===== src/hw/rtl/tcgp_pkg.sv =====
package tcgp_pkg;

  // Layout constants
  localparam int unsigned COLUMN_COUNT = 3;
  localparam int unsigned COLUMN_GAP   = 12;
  localparam int unsigned CELL_WIDTH   = 7;
  localparam int unsigned LINE_HEIGHT  = 10;
  localparam int unsigned MAX_LINES    = 64;
  localparam int unsigned MAX_CELLS    = 160;
  localparam int unsigned GLYPH_ROWS   = 7;

  localparam int unsigned PIX_W      = 13;
  localparam int unsigned CFG_ADDR_W = 3;
  localparam int unsigned CFG_DATA_W = 12;

  // Configuration register indexes
  localparam logic [CFG_ADDR_W-1:0] CFG_ORIGIN_X         = 3'd0;
  localparam logic [CFG_ADDR_W-1:0] CFG_ORIGIN_Y         = 3'd1;
  localparam logic [CFG_ADDR_W-1:0] CFG_COLUMN_WIDTH     = 3'd2;
  localparam logic [CFG_ADDR_W-1:0] CFG_CHARS_PER_LINE   = 3'd3;
  localparam logic [CFG_ADDR_W-1:0] CFG_LINES_PER_COLUMN = 3'd4;

  // Special text bytes
  localparam logic [7:0] CHAR_LF    = 8'h0A;
  localparam logic [7:0] CHAR_CR    = 8'h0D;
  localparam logic [7:0] CHAR_SPACE = 8'h20;

  // Result kinds
  typedef enum logic [1:0] {
    KIND_GLYPH = 2'd0,
    KIND_CLEAR = 2'd1,
    KIND_FLUSH = 2'd2
  } kind_t;

  // One 5x7 glyph, row 0 on top
  typedef logic [0:6][4:0] glyph_t;

  function automatic glyph_t glyph_of(input logic [7:0] c);
    logic [7:0] up;
    glyph_t     g;
    up = (c inside {[8'h61:8'h7A]}) ? (c - 8'h20) : c;
    case (up)
      8'h41: g = '{5'h0E, 5'h11, 5'h11, 5'h1F, 5'h11, 5'h11, 5'h11}; // A
      8'h42: g = '{5'h1E, 5'h11, 5'h11, 5'h1E, 5'h11, 5'h11, 5'h1E};
      8'h43: g = '{5'h0E, 5'h11, 5'h10, 5'h10, 5'h10, 5'h11, 5'h0E};
      8'h44: g = '{5'h1E, 5'h11, 5'h11, 5'h11, 5'h11, 5'h11, 5'h1E};
      8'h45: g = '{5'h1F, 5'h10, 5'h10, 5'h1E, 5'h10, 5'h10, 5'h1F};
      8'h46: g = '{5'h1F, 5'h10, 5'h10, 5'h1E, 5'h10, 5'h10, 5'h10};
      8'h47: g = '{5'h0E, 5'h11, 5'h10, 5'h17, 5'h11, 5'h11, 5'h0F};
      8'h48: g = '{5'h11, 5'h11, 5'h11, 5'h1F, 5'h11, 5'h11, 5'h11};
      8'h49: g = '{5'h0E, 5'h04, 5'h04, 5'h04, 5'h04, 5'h04, 5'h0E};
      8'h4A: g = '{5'h01, 5'h01, 5'h01, 5'h01, 5'h11, 5'h11, 5'h0E};
      8'h4B: g = '{5'h11, 5'h12, 5'h14, 5'h18, 5'h14, 5'h12, 5'h11};
      8'h4C: g = '{5'h10, 5'h10, 5'h10, 5'h10, 5'h10, 5'h10, 5'h1F};
      8'h4D: g = '{5'h11, 5'h1B, 5'h15, 5'h15, 5'h11, 5'h11, 5'h11};
      8'h4E: g = '{5'h11, 5'h19, 5'h15, 5'h13, 5'h11, 5'h11, 5'h11};
      8'h4F: g = '{5'h0E, 5'h11, 5'h11, 5'h11, 5'h11, 5'h11, 5'h0E};
      8'h50: g = '{5'h1E, 5'h11, 5'h11, 5'h1E, 5'h10, 5'h10, 5'h10};
      8'h51: g = '{5'h0E, 5'h11, 5'h11, 5'h11, 5'h15, 5'h12, 5'h0D};
      8'h52: g = '{5'h1E, 5'h11, 5'h11, 5'h1E, 5'h14, 5'h12, 5'h11};
      8'h53: g = '{5'h0F, 5'h10, 5'h10, 5'h0E, 5'h01, 5'h01, 5'h1E};
      8'h54: g = '{5'h1F, 5'h04, 5'h04, 5'h04, 5'h04, 5'h04, 5'h04};
      8'h55: g = '{5'h11, 5'h11, 5'h11, 5'h11, 5'h11, 5'h11, 5'h0E};
      8'h56: g = '{5'h11, 5'h11, 5'h11, 5'h11, 5'h11, 5'h0A, 5'h04};
      8'h57: g = '{5'h11, 5'h11, 5'h11, 5'h15, 5'h15, 5'h15, 5'h0A};
      8'h58: g = '{5'h11, 5'h11, 5'h0A, 5'h04, 5'h0A, 5'h11, 5'h11};
      8'h59: g = '{5'h11, 5'h11, 5'h0A, 5'h04, 5'h04, 5'h04, 5'h04};
      8'h5A: g = '{5'h1F, 5'h01, 5'h02, 5'h04, 5'h08, 5'h10, 5'h1F}; // Z
      8'h30: g = '{5'h0E, 5'h11, 5'h13, 5'h15, 5'h19, 5'h11, 5'h0E}; // 0
      8'h31: g = '{5'h04, 5'h0C, 5'h04, 5'h04, 5'h04, 5'h04, 5'h0E};
      8'h32: g = '{5'h0E, 5'h11, 5'h01, 5'h02, 5'h04, 5'h08, 5'h1F};
      8'h33: g = '{5'h1E, 5'h01, 5'h01, 5'h0E, 5'h01, 5'h01, 5'h1E};
      8'h34: g = '{5'h02, 5'h06, 5'h0A, 5'h12, 5'h1F, 5'h02, 5'h02};
      8'h35: g = '{5'h1F, 5'h10, 5'h10, 5'h1E, 5'h01, 5'h01, 5'h1E};
      8'h36: g = '{5'h0E, 5'h10, 5'h10, 5'h1E, 5'h11, 5'h11, 5'h0E};
      8'h37: g = '{5'h1F, 5'h01, 5'h02, 5'h04, 5'h08, 5'h08, 5'h08};
      8'h38: g = '{5'h0E, 5'h11, 5'h11, 5'h0E, 5'h11, 5'h11, 5'h0E};
      8'h39: g = '{5'h0E, 5'h11, 5'h11, 5'h0F, 5'h01, 5'h01, 5'h0E}; // 9
      8'h3A: g = '{5'h00, 5'h04, 5'h04, 5'h00, 5'h04, 5'h04, 5'h00}; // colon
      8'h2D: g = '{5'h00, 5'h00, 5'h00, 5'h1F, 5'h00, 5'h00, 5'h00}; // dash
      8'h2F: g = '{5'h01, 5'h01, 5'h02, 5'h04, 5'h08, 5'h10, 5'h10}; // slash
      8'h2E: g = '{5'h00, 5'h00, 5'h00, 5'h00, 5'h00, 5'h0C, 5'h0C}; // dot
      default: g = '{5'h1E, 5'h11, 5'h01, 5'h06, 5'h04, 5'h00, 5'h04}; // unknown
    endcase
    return g;
  endfunction

endpackage


===== src/hw/rtl/text_console_glyph_placer_unit.sv =====
// Text console glyph placer.
// Input stream (in_*): one text byte per transfer, in_tdata[7:0] = char_code,
// in_tlast = end_of_text. Carriage return is dropped, line feed and a full line
// advance the cursor, other bytes are drawn from a 5x7 font at the pen position.
// Result stream (out_*): out_tuser = kind (glyph row, clear region, flush),
// out_tdata = {pad, row_bits, pixel_y, pixel_x}, out_tlast marks the final
// result caused by one input byte.
// Cursor and pen update in the cycle a byte is taken; the byte's results are
// then queued in a job register and shifted out one per cycle while out_tready
// is high, through an output register. Each result passes the job register
// and then the output register. A byte has up to 9 results (clear, seven
// rows, flush); the job register frees in the cycle its last result moves
// out, so a new byte is taken then. A byte with no result leaves no job.
// When out_tready is low the output register holds its result and the job
// register holds the rest; in_tready drops once the job is still pending.
// Reset (rst_n low, synchronous) empties both registers, homes the cursor to
// the first line of the first column and loads the register defaults.
// Configuration writes (cfg_we) are registered and are meant for idle time.
module text_console_glyph_placer_unit (
  input  logic                                clk,
  input  logic                                rst_n,
  // configuration
  input  logic                                cfg_we,
  input  logic [tcgp_pkg::CFG_ADDR_W-1:0]     cfg_addr,
  input  logic [tcgp_pkg::CFG_DATA_W-1:0]     cfg_wdata,
  // text input
  input  logic                                in_tvalid,
  output logic                                in_tready,
  input  logic [7:0]                          in_tdata,   // [7:0] char_code
  input  logic                                in_tlast,   // end_of_text
  // results
  output logic                                out_tvalid,
  input  logic                                out_tready,
  output logic [31:0]                         out_tdata,  // [12:0] pixel_x,
                                                          // [25:13] pixel_y,
                                                          // [30:26] row_bits
  output logic [1:0]                          out_tuser,  // [1:0] kind
  output logic                                out_tlast   // last
);
  import tcgp_pkg::*;

  // Configuration registers
  logic [11:0] origin_x_r, origin_y_r, column_width_r;
  logic [7:0]  chars_per_line_r;
  logic [6:0]  lines_per_column_r;

  // Cursor and pen
  logic [1:0]       text_column_r, text_column_nxt;
  logic [5:0]       cursor_line_r, cursor_line_nxt;
  logic [7:0]       cursor_cell_r, cursor_cell_nxt;
  logic [PIX_W-1:0] pen_x_r, pen_x_nxt, pen_y_r, pen_y_nxt;

  // Pending job: results still to emit for the current byte
  logic             job_clear_r, job_clear_nxt;
  logic             job_rows_r, job_rows_nxt;
  logic             job_flush_r, job_flush_nxt;
  logic [2:0]       job_row_r, job_row_nxt;
  logic [7:0]       job_code_r;
  logic [PIX_W-1:0] job_x_r, job_y_r;

  // Output register
  logic             out_valid_r, out_valid_nxt;
  kind_t            out_kind_r, cur_kind;
  logic [PIX_W-1:0] out_x_r, out_y_r, cur_x, cur_y;
  logic [4:0]       out_bits_r, cur_bits;
  logic             out_last_r, cur_last;

  // Cursor logic
  logic             in_accept;
  logic             is_lf, is_cr, is_space, draw, do_nl;
  logic [6:0]       lines_eff;
  logic [7:0]       cells_eff;
  logic             line_full, col_wrap, clear_hit;
  logic [2:0]       col_inc;
  logic [1:0]       new_col;
  logic [5:0]       new_line;
  logic [12:0]      col_step;
  logic [14:0]      col_off;
  logic [15:0]      left_sum, top_sum;
  logic [PIX_W-1:0] base_x, base_y;
  logic [7:0]       base_cell;

  // Emitter
  logic   job_any, advance;
  glyph_t cur_glyph;

  assign in_accept = in_tvalid && in_tready;

  // Configuration writes; unknown indexes are dropped
  always_ff @(posedge clk) begin
    if (!rst_n) begin
      origin_x_r         <= 12'd8;
      origin_y_r         <= 12'd16;
      column_width_r     <= 12'd328;
      chars_per_line_r   <= 8'd45;
      lines_per_column_r <= 7'd64;
    end else if (cfg_we) begin
      case (cfg_addr)
        CFG_ORIGIN_X:         origin_x_r         <= cfg_wdata;
        CFG_ORIGIN_Y:         origin_y_r         <= cfg_wdata;
        CFG_COLUMN_WIDTH:     column_width_r     <= cfg_wdata;
        CFG_CHARS_PER_LINE:   chars_per_line_r   <= cfg_wdata[7:0];
        CFG_LINES_PER_COLUMN: lines_per_column_r <= cfg_wdata[6:0];
        default: ;
      endcase
    end
  end

  // Cursor step for the byte at the input
  always_comb begin
    is_lf    = (in_tdata == CHAR_LF);
    is_cr    = (in_tdata == CHAR_CR);
    is_space = (in_tdata == CHAR_SPACE);
    draw     = !is_lf && !is_cr;

    // clamp limits; zero compares as always-full
    lines_eff = (lines_per_column_r > 7'(MAX_LINES)) ? 7'(MAX_LINES) : lines_per_column_r;
    cells_eff = (chars_per_line_r > 8'(MAX_CELLS)) ? 8'(MAX_CELLS) : chars_per_line_r;

    line_full = ({1'b0, cursor_cell_r} + 9'd1) >= {1'b0, cells_eff};
    do_nl     = is_lf || (draw && line_full);

    col_wrap  = ({1'b0, cursor_line_r} + 7'd1) >= lines_eff;
    col_inc   = {1'b0, text_column_r} + 3'd1;
    clear_hit = col_wrap && (col_inc >= 3'(COLUMN_COUNT));
    new_col   = clear_hit ? 2'd0 : (col_wrap ? col_inc[1:0] : text_column_r);
    new_line  = col_wrap ? 6'd0 : (cursor_line_r + 6'd1);

    // column left edge and line top, both wrapping at 13 bits
    col_step = {1'b0, column_width_r} + 13'(COLUMN_GAP);
    col_off  = 15'(new_col) * 15'(col_step);
    left_sum = 16'(origin_x_r) + 16'(col_off);
    top_sum  = 16'(origin_y_r) + 16'(new_line) * 16'(LINE_HEIGHT);

    base_x    = do_nl ? left_sum[PIX_W-1:0] : pen_x_r;
    base_y    = do_nl ? top_sum[PIX_W-1:0]  : pen_y_r;
    base_cell = do_nl ? 8'd0 : cursor_cell_r;

    text_column_nxt = do_nl ? new_col  : text_column_r;
    cursor_line_nxt = do_nl ? new_line : cursor_line_r;
    cursor_cell_nxt = draw ? (base_cell + 8'd1) : base_cell;
    pen_x_nxt       = draw ? (base_x + PIX_W'(CELL_WIDTH)) : base_x;
    pen_y_nxt       = base_y;
  end

  always_ff @(posedge clk) begin
    if (!rst_n) begin
      text_column_r <= '0;
      cursor_line_r <= '0;
      cursor_cell_r <= '0;
      pen_x_r       <= PIX_W'(8);
      pen_y_r       <= PIX_W'(16);
    end else if (in_accept) begin
      text_column_r <= text_column_nxt;
      cursor_line_r <= cursor_line_nxt;
      cursor_cell_r <= cursor_cell_nxt;
      pen_x_r       <= pen_x_nxt;
      pen_y_r       <= pen_y_nxt;
    end
  end

  // Emitter: pick the next pending result of the job, in clear, rows, flush order
  assign job_any   = job_clear_r || job_rows_r || job_flush_r;
  assign advance   = job_any && (!out_valid_r || out_tready);
  assign cur_glyph = glyph_of(job_code_r);

  always_comb begin
    if (job_clear_r) begin
      cur_kind = KIND_CLEAR;
      cur_x    = '0;
      cur_y    = PIX_W'(origin_y_r);
      cur_bits = '0;
      cur_last = !job_rows_r && !job_flush_r;
    end else if (job_rows_r) begin
      cur_kind = KIND_GLYPH;
      cur_x    = job_x_r;
      cur_y    = job_y_r + PIX_W'(job_row_r);
      cur_bits = cur_glyph[job_row_r];
      cur_last = (job_row_r == 3'(GLYPH_ROWS - 1)) && !job_flush_r;
    end else begin
      cur_kind = KIND_FLUSH;
      cur_x    = '0;
      cur_y    = '0;
      cur_bits = '0;
      cur_last = 1'b1;
    end
  end

  // Take a new byte when no job is pending or the last result leaves now
  assign in_tready = !job_any || (advance && cur_last);

  always_comb begin
    job_clear_nxt = job_clear_r;
    job_rows_nxt  = job_rows_r;
    job_flush_nxt = job_flush_r;
    job_row_nxt   = job_row_r;
    if (in_accept) begin
      job_clear_nxt = do_nl && clear_hit;
      job_rows_nxt  = draw && !is_space;
      job_flush_nxt = in_tlast;
      job_row_nxt   = '0;
    end else if (advance) begin
      if (job_clear_r) begin
        job_clear_nxt = 1'b0;
      end else if (job_rows_r) begin
        job_row_nxt  = job_row_r + 3'd1;
        job_rows_nxt = (job_row_r != 3'(GLYPH_ROWS - 1));
      end else begin
        job_flush_nxt = 1'b0;
      end
    end
  end

  always_ff @(posedge clk) begin
    if (!rst_n) begin
      job_clear_r <= 1'b0;
      job_rows_r  <= 1'b0;
      job_flush_r <= 1'b0;
      job_row_r   <= '0;
    end else begin
      job_clear_r <= job_clear_nxt;
      job_rows_r  <= job_rows_nxt;
      job_flush_r <= job_flush_nxt;
      job_row_r   <= job_row_nxt;
    end
  end

  // Job payload: pen position after any line break, and the byte itself
  always_ff @(posedge clk) begin
    if (in_accept) begin
      job_code_r <= in_tdata;
      job_x_r    <= base_x;
      job_y_r    <= base_y;
    end
  end

  // Output register: load on advance, drop once the transfer completes
  always_comb begin
    out_valid_nxt = out_valid_r;
    if (advance) begin
      out_valid_nxt = 1'b1;
    end else if (out_tready) begin
      out_valid_nxt = 1'b0;
    end
  end

  always_ff @(posedge clk) begin
    if (!rst_n) begin
      out_valid_r <= 1'b0;
    end else begin
      out_valid_r <= out_valid_nxt;
    end
  end

  always_ff @(posedge clk) begin
    if (advance) begin
      out_kind_r <= cur_kind;
      out_x_r    <= cur_x;
      out_y_r    <= cur_y;
      out_bits_r <= cur_bits;
      out_last_r <= cur_last;
    end
  end

  assign out_tvalid = out_valid_r;
  assign out_tdata  = {1'b0, out_bits_r, out_y_r, out_x_r};
  assign out_tuser  = out_kind_r;
  assign out_tlast  = out_last_r;

endmodule


===== config.mk =====
export PLATFORM = sky130hd
export DESIGN_NAME = text_console_glyph_placer_unit
export DESIGN_NICKNAME = d
export VERILOG_FILES = /design/src/hw/rtl/tcgp_pkg.sv /design/src/hw/rtl/text_console_glyph_placer_unit.sv
export SDC_FILE = /design/constraint.sdc
export NUM_CORES = 1
export LEC_CHECK = 0
export BUFFER_PORTS_ARGS = -buffer_cell sky130_fd_sc_hd__clkbuf_2
export CELL_PAD_IN_SITES_DETAIL_PLACEMENT = 2
export CELL_PAD_IN_SITES_GLOBAL_PLACEMENT = 2
export CORE_UTILIZATION = 34
export DETAILED_ROUTE_END_ITERATION = 7
export HOLD_SLACK_MARGIN = 0.05
export PLACE_DENSITY_LB_ADDON = 0.1
export SLEW_MARGIN = 20
export SYNTH_ARGS = -nofsm -noshare
export SYNTH_HDL_FRONTEND = slang
export SYNTH_MEMORY_MAX_BITS = 65536
export SYNTH_SLANG_ARGS = --single-unit

===== constraint.sdc =====
create_clock -name clk -period 5.02 [get_ports clk]
set_clock_uncertainty 0.1 [all_clocks]
set_input_delay 0.251 -clock clk [delete_from_list [all_inputs] [get_ports clk]]
set_output_delay 0.251 -clock clk [all_outputs]
set_load 0.02 [all_outputs]

## Yosys cells after proc, flatten, opt, wreduce, memory -nomap -nowiden

Memories as Yosys holds them, arrays and structs flattened.
Index checks and enable logic that the tools add are counted.

- Equal/unequal tests: 11
- Multipliers: 2
- Mux-type cells: 32
- Add/sub/neg operators: 12
- Div/mod/pow operators: 0
- Reductions and logical operators: 37
- Shift operators: 0
- $lt $le $gt $ge: 8
- Bitwise operators: 4

Operators by type and width:

| kind | count |
|---|---|
| 13-bit two-way mux | 3 |
| 35-bit two-way mux | 1 |
| 8-bit two-way mux | 4 |
| 12-bit two-way mux | 2 |
| 8-bit by 4-bit == test with 1-bit output (second input constant) | 2 |
| 5-bit binary-select mux with 3-bit select | 1 |
| 1-bit two-way mux | 14 |
| 2-bit AND reduction | 7 |
| 12-bit by 10-bit adder with 13-bit output | 1 |
| 12-bit by 13-bit adder with 13-bit output | 1 |
| 12-bit by 4-bit adder with 13-bit output (second input constant) | 1 |
| 13-bit by 3-bit adder with 13-bit output | 1 |
| 13-bit by 3-bit adder with 13-bit output (second input constant) | 1 |
| 2-bit by 13-bit multiplier with 13-bit output | 1 |
| 1-bit logical AND | 11 |
| 5-bit two-way mux | 2 |
| 8-bit by 1-bit adder with 9-bit output (second input constant) | 1 |
| 9-bit by 8-bit greater-or-equal comparator with 1-bit output | 1 |
| 6-bit by 3-bit multiplier with 9-bit output (second input constant) | 1 |
| 8-bit by 1-bit adder with 8-bit output (second input constant) | 1 |
| 8-bit by 6-bit == test with 1-bit output (second input constant) | 1 |
| 8-bit by 7-bit greater-or-equal comparator with 1-bit output (second input constant) | 1 |
| 8-bit > comparator (second input constant) | 1 |
| 8-bit by 7-bit <= comparator with 1-bit output (second input constant) | 1 |
| other kinds (25) | 45 |

- Memories kept: 1
- Input bits: 29
- ROM bits: 4,480
- Memory bits (writable): 0
- Word-level logic and storage cells: 131
- Bits in latches: 0
- Register bits: 168
- Output and inout bits: 37

Memory list:

| memory | words | bits a word | read ports | clocked after Yosys merged registers in | write ports | line | RTL |
|---|---|---|---|---|---|---|---|
| (no name shown) | 128 | 35 | 1 | 0 | 0 | tcgp_pkg.sv:42 | `case (up)` |

## Logic depth before layout (Yosys ltp)

- Word-level depth: 10
- Depth in mapped cells: 24
- Depth with buffers taken out: 23

## Worst setup path before layout

OpenSTA, ideal clock, no wires.

- Path type: reg-to-reg
- Start point: register cursor_line_r[0]
- End point: register pen_x_r[12]
- Arrival: 5.188 ns
- Buffers on the path: 1
- Data required time: 4.803 ns
- Stages on the path, launching flop included: 23
- Path slack: -0.385 ns
- Clock period less this slack: 5.405 ns
- Library setup time: 0.117 ns
- Path through: dfxtp_1 > ha_1 > xor2_1 > ha_1 > a21o_1 > a31oi_1 > o21ai_2 > mux2_2 > clkbuf_1 > nand2_1 > fa_1 > inv_1 > ha_1 > fa_1 > a21oi_1 > nor2_1 > a2111oi_0 > xor2_1 > nor4_4 > o21bai_2 > nor3_1 > o21ai_0 > a32o_1

- Word-level cells in the longest chain between the ends: 9
- Elaborated cells on any way between the ends: 10
- Those cells by class: add/sub (3); mul (1); order compare (1); mux (4); reduce/logical (1)

Ends and longest elaborated chain:

| element | line | RTL |
|---|---|---|
| from (decl) | text_console_glyph_placer_unit.sv:49 | `logic [5:0] cursor_line_r, cursor_line_nxt;` |
| from (signal assigned) | text_console_glyph_placer_unit.sv:155 | `cursor_line_r <= cursor_line_nxt;` |
| 6-bit by 1-bit adder with 7-bit output (*) | text_console_glyph_placer_unit.sv:123 | `col_wrap = ({1'b0, cursor_line_r} + 7'd1) >= lines_eff;` |
| 7-bit greater-or-equal comparator (*) | text_console_glyph_placer_unit.sv:123 |  |
| 2-bit two-way mux or 1-bit logical AND (tied branches) | text_console_glyph_placer_unit.sv:126, text_console_glyph_placer_unit.sv:125 |  |
| 2-bit two-way mux (*) | text_console_glyph_placer_unit.sv:126 | `new_col = clear_hit ? 2'd0 : (col_wrap ? col_inc[1:0] : text_column_r);` |
| 2-bit by 13-bit multiplier with 13-bit output (*) | text_console_glyph_placer_unit.sv:131 | `col_off = 15'(new_col) * 15'(col_step);` |
| 12-bit by 13-bit adder with 13-bit output (*) | text_console_glyph_placer_unit.sv:132 | `left_sum = 16'(origin_x_r) + 16'(col_off);` |
| 13-bit two-way mux (*) | text_console_glyph_placer_unit.sv:135 | `base_x = do_nl ? left_sum[PIX_W-1:0] : pen_x_r;` |
| 13-bit by 3-bit adder with 13-bit output | text_console_glyph_placer_unit.sv:142 | `pen_x_nxt = draw ? (base_x + PIX_W'(CELL_WIDTH)) : base_x;` |
| 13-bit two-way mux (*) | text_console_glyph_placer_unit.sv:142 |  |
| to (signal assigned) | text_console_glyph_placer_unit.sv:157 | `pen_x_r <= pen_x_nxt;` |
| to (decl) | text_console_glyph_placer_unit.sv:51 | `logic [PIX_W-1:0] pen_x_r, pen_x_nxt, pen_y_r, pen_y_nxt;` |

Every way passes the cells marked *; elsewhere a longest branch is shown, timed or not.
A chain may end at the register's enable or synchronous reset.

## Final worst setup path

- Start point: register cursor_line_r[1]
- End point: register pen_x_r[9]

The elaborated chain is that of the path after synthesis.

==> reports/metrics.cfg <==
[final_layout]
nets=1641
final_cells=1996
antenna_cells=0
layout_commonest_cell=nand2_1
multi_input_area_um2=7330
post-route-util=0.415
fin_area_um2=14000
n_fill_cell=3780
area_growth_pct=20.0
drive_above_1_share=0.165
layout_common_cells=293 x nand2_1, 108 x o21ai_0, 96 x dfxtp_1
seqCellArea_um2=4060

[cts]
cts_tree=built
cts_buffers=17
htreeDepth=4
cts_sinks=168
clock_latency_ns=0.45
path_clk_slew_ns=0.07
clock_path_buffers=2
clockRootBuffer=clkbuf_16

[logic_synthesis]
netlist_instances=1438
seq_area_frac_synth=0.348
ys_seq_elements=168
synthesis.nets=1544
synth_cell_types=84
syn_area_um2=11600
synth_area_leaders=edfxtp_1 18%, dfxtp_1 17%, nand2_1 9.6%, ha_1 6.7%, o21ai_0 5.1%
yosys_warnings=0
async_reset_ff_frac=0
synth_enable_flop_cells=68
syn_avg_cell_area_um2=8.09
synth_top_area_share=0.176
synth.largest_area_cell=edfxtp_1
synth_flop_cell=dfxtp_1

[setup_path]
r2r_end=pen_x_r[9]
arrival_ns=5.31
crit_chain=ha_4 -> xor2_4 -> ha_1 -> a21o_1 -> a31oi_4 -> o21ai_4 -> mux2_4 -> nand2_2 -> fa_1 -> inv_1 -> ha_2 -> fa_2 -> a21oi_4 -> nor2_2 -> a2111oi_4 -> xor2_2 -> buf_4 -> buf_4 -> nor3_1 -> a31oi_1 -> or4_4 -> nand3_2
crit-reg2reg-launch=cursor_line_r[1]
worst_path_largest_cell_delay_ns=0.51
crit_path_end=pen_x_r[9]
slowest_stage=fa_1
required_ns=5.32
ff2ff_setup_slack_ns=0.003
crit_type=reg -> reg
cp-start-kind=register
path_max_fanout=4
critPathCaptureType=register
startpoint=cursor_line_r[1]
reg2reg_depth=22
crit_path_frequent_cell=buf_4

[power]
p_total_mw=3.68
power_leakage_nw=5.56
worst_ir_drop_vdd_mv=0.235
cellPowerDensity_nw_per_um2=264

[global_routing]
grt_overflow=0
gr-usage-all-layers=0.242
grt_pass1_wl_mm=66.3
antenna_found_initial=1
grt_pass1_vias=11700
grt_max_degree=57

[worst_hold_path]
min_path_type=in -> reg

[route]
drt_wl_total_mm=43.0
viasPerCell=5.50
initialDrtViolationCount=494
routedWlPerCell_um=21.6
vias=11000
dr.pass1.iters=5
ant_nets=0
drc=0

[floorplanning]
core_area_um2=33600
die_height_um=187
row_count=67
die_w_um=187
initial_utilization=0.346
die_area_um2=35000
io_pins=66

[timing]
hold_viol_final=0
fin_crit_ns=5.02
tightest_slew_ns=0.972
setup_tns_ns=0
finalSetupViolCount=0
rsz0062_at_grt=true
slew_headroom=0.349
layout_setup_ws_ns=0.00317
period_share=0.999
holdWs_ns=0.0775
slew_violations=0
max_freq_mhz=199

[place]
place_congestion=0.865
dpl_cell_area_um2=12700
place_inst=1927
dp_hpwl_mm=30.0
place_ws_ns=-0.252
io_buffers=64

[job]
cap_violations=0

[status]
status=finished, final reports clean

-- where the power goes --
group / switching [mW] / internal [mW]
logic: 0.495 / 0.246
clock network: 0.625 / 0.748
registers: 0.0490 / 1.52
-- state kept, by name (all words and copies together), names as in the netlist, 2 cells and up --
signal	cells
job_x_r	13
out_bits_r	5
job_code_r	8
chars_per_line_r	8
out_x_r	13
cursor_cell_r	8
out_y_r	13
origin_y_r	12
lines_per_column_r	7
origin_x_r	12
column_width_r	12
out_tuser	2
pen_x_r	13
text_column_r	2
cursor_line_r	6
pen_y_r	13
job_y_r	13
job_row_r	3
-- cells by family after synthesis --
group | Yosys count | synth area share
adders and majority gates | 77 | 0.0925
and+or+nand+nor | 580 | 0.230
AOI/OAI and AO/OA | 377 | 0.212
muxes | 19 | 0.0184
xor gates and xnor gates | 62 | 0.0479
buffers and inverters | 154 | 0.0515
DFF | 168 | 0.348
other | 1 | 0.000322
-- cells in the mapped netlist (4+ instances only) --
library cell and count:
o21bai_1 5, o41ai_1 4, nand2_1 298, or2_2 5
nand2b_1 17, a21oi_1 65, a21boi_0 54, nor2b_1 18
dfxtp_1 100, nand4_1 10, a221oi_1 4, and3_1 12
o221ai_1 5, a21o_1 11, ha_1 62, xor2_1 29
o21ai_0 118, buf_2 9, mux2i_1 14, and2_1 39
clkbuf_1 62, o211a_1 4, a22oi_1 5, o311ai_0 4
o21a_1 10, a31oi_1 14, nor3_1 23, edfxtp_1 68
o2111ai_1 4, a211oi_1 10, buf_1 8, a22o_1 4
nand3_1 46, nand3b_1 6, nor2_1 83, inv_1 70
fa_1 15, o211ai_1 17, o31ai_1 7, xnor2_1 32
-- metal layers --
layer	GRT usage	vias up	part of all wire	wire length, µm
met1	0.308	5515	0.44	19100
met3	0.0295	70	0.023	995
li1	-	5211	-	-
met5	0	-	0	0
met4	0.0744	0	0.024	1030
met2	0.427	178	0.51	21900
-- timing repair --
action / CTS / global route
setup buffers: 10 / 9
hold endpoints to repair: 24 / 0
gates resized for setup: 26 / 54
endpoints found under the setup margin: 7 / 18
hold buffers: 17 / 0
pin swaps: 10 / 29
-- critical path, delay by kind of cell, from the launching register on --
kind,cells,cell delay (ns)
adders and majority gates,5,1.66
AOI/OAI and AO/OA,6,1.09
and+or+nand+nor,5,0.85
DFF,1,0.37
buffers and inverters,3,0.34
xor gates and xnor gates,2,0.32
muxes,1,0.25
-- how the worst min path moves through the flow --
stage          slack (ns)             startpoint  cells after the start               endpoint
6_report             0.08           cfg_wdata[5]                      3  lines_per_column_r[5]
3_5_place_dp         0.35  lines_per_column_r[5]                      2  lines_per_column_r[5]
2_1_floorplan        0.25            in_tdata[0]                      0          job_code_r[0]
4_1_cts              0.05           cfg_wdata[1]                      3  lines_per_column_r[1]
5_1_grt              0.07           cfg_wdata[7]                      3          origin_x_r[7]
3_3_place_gp         0.34  lines_per_column_r[5]                      2  lines_per_column_r[5]
-- final cells by class --
type	count	area share
clock buffers	18	0.0307
clock inverters	14	0.0119
inverters	71	0.0191
multi-input cells	1116	0.526
flip-flops and latches	168	0.291
well taps	448	0.0402
repair buffers	161	0.0819
Note: power is estimated with default switching activity, not from simulation.
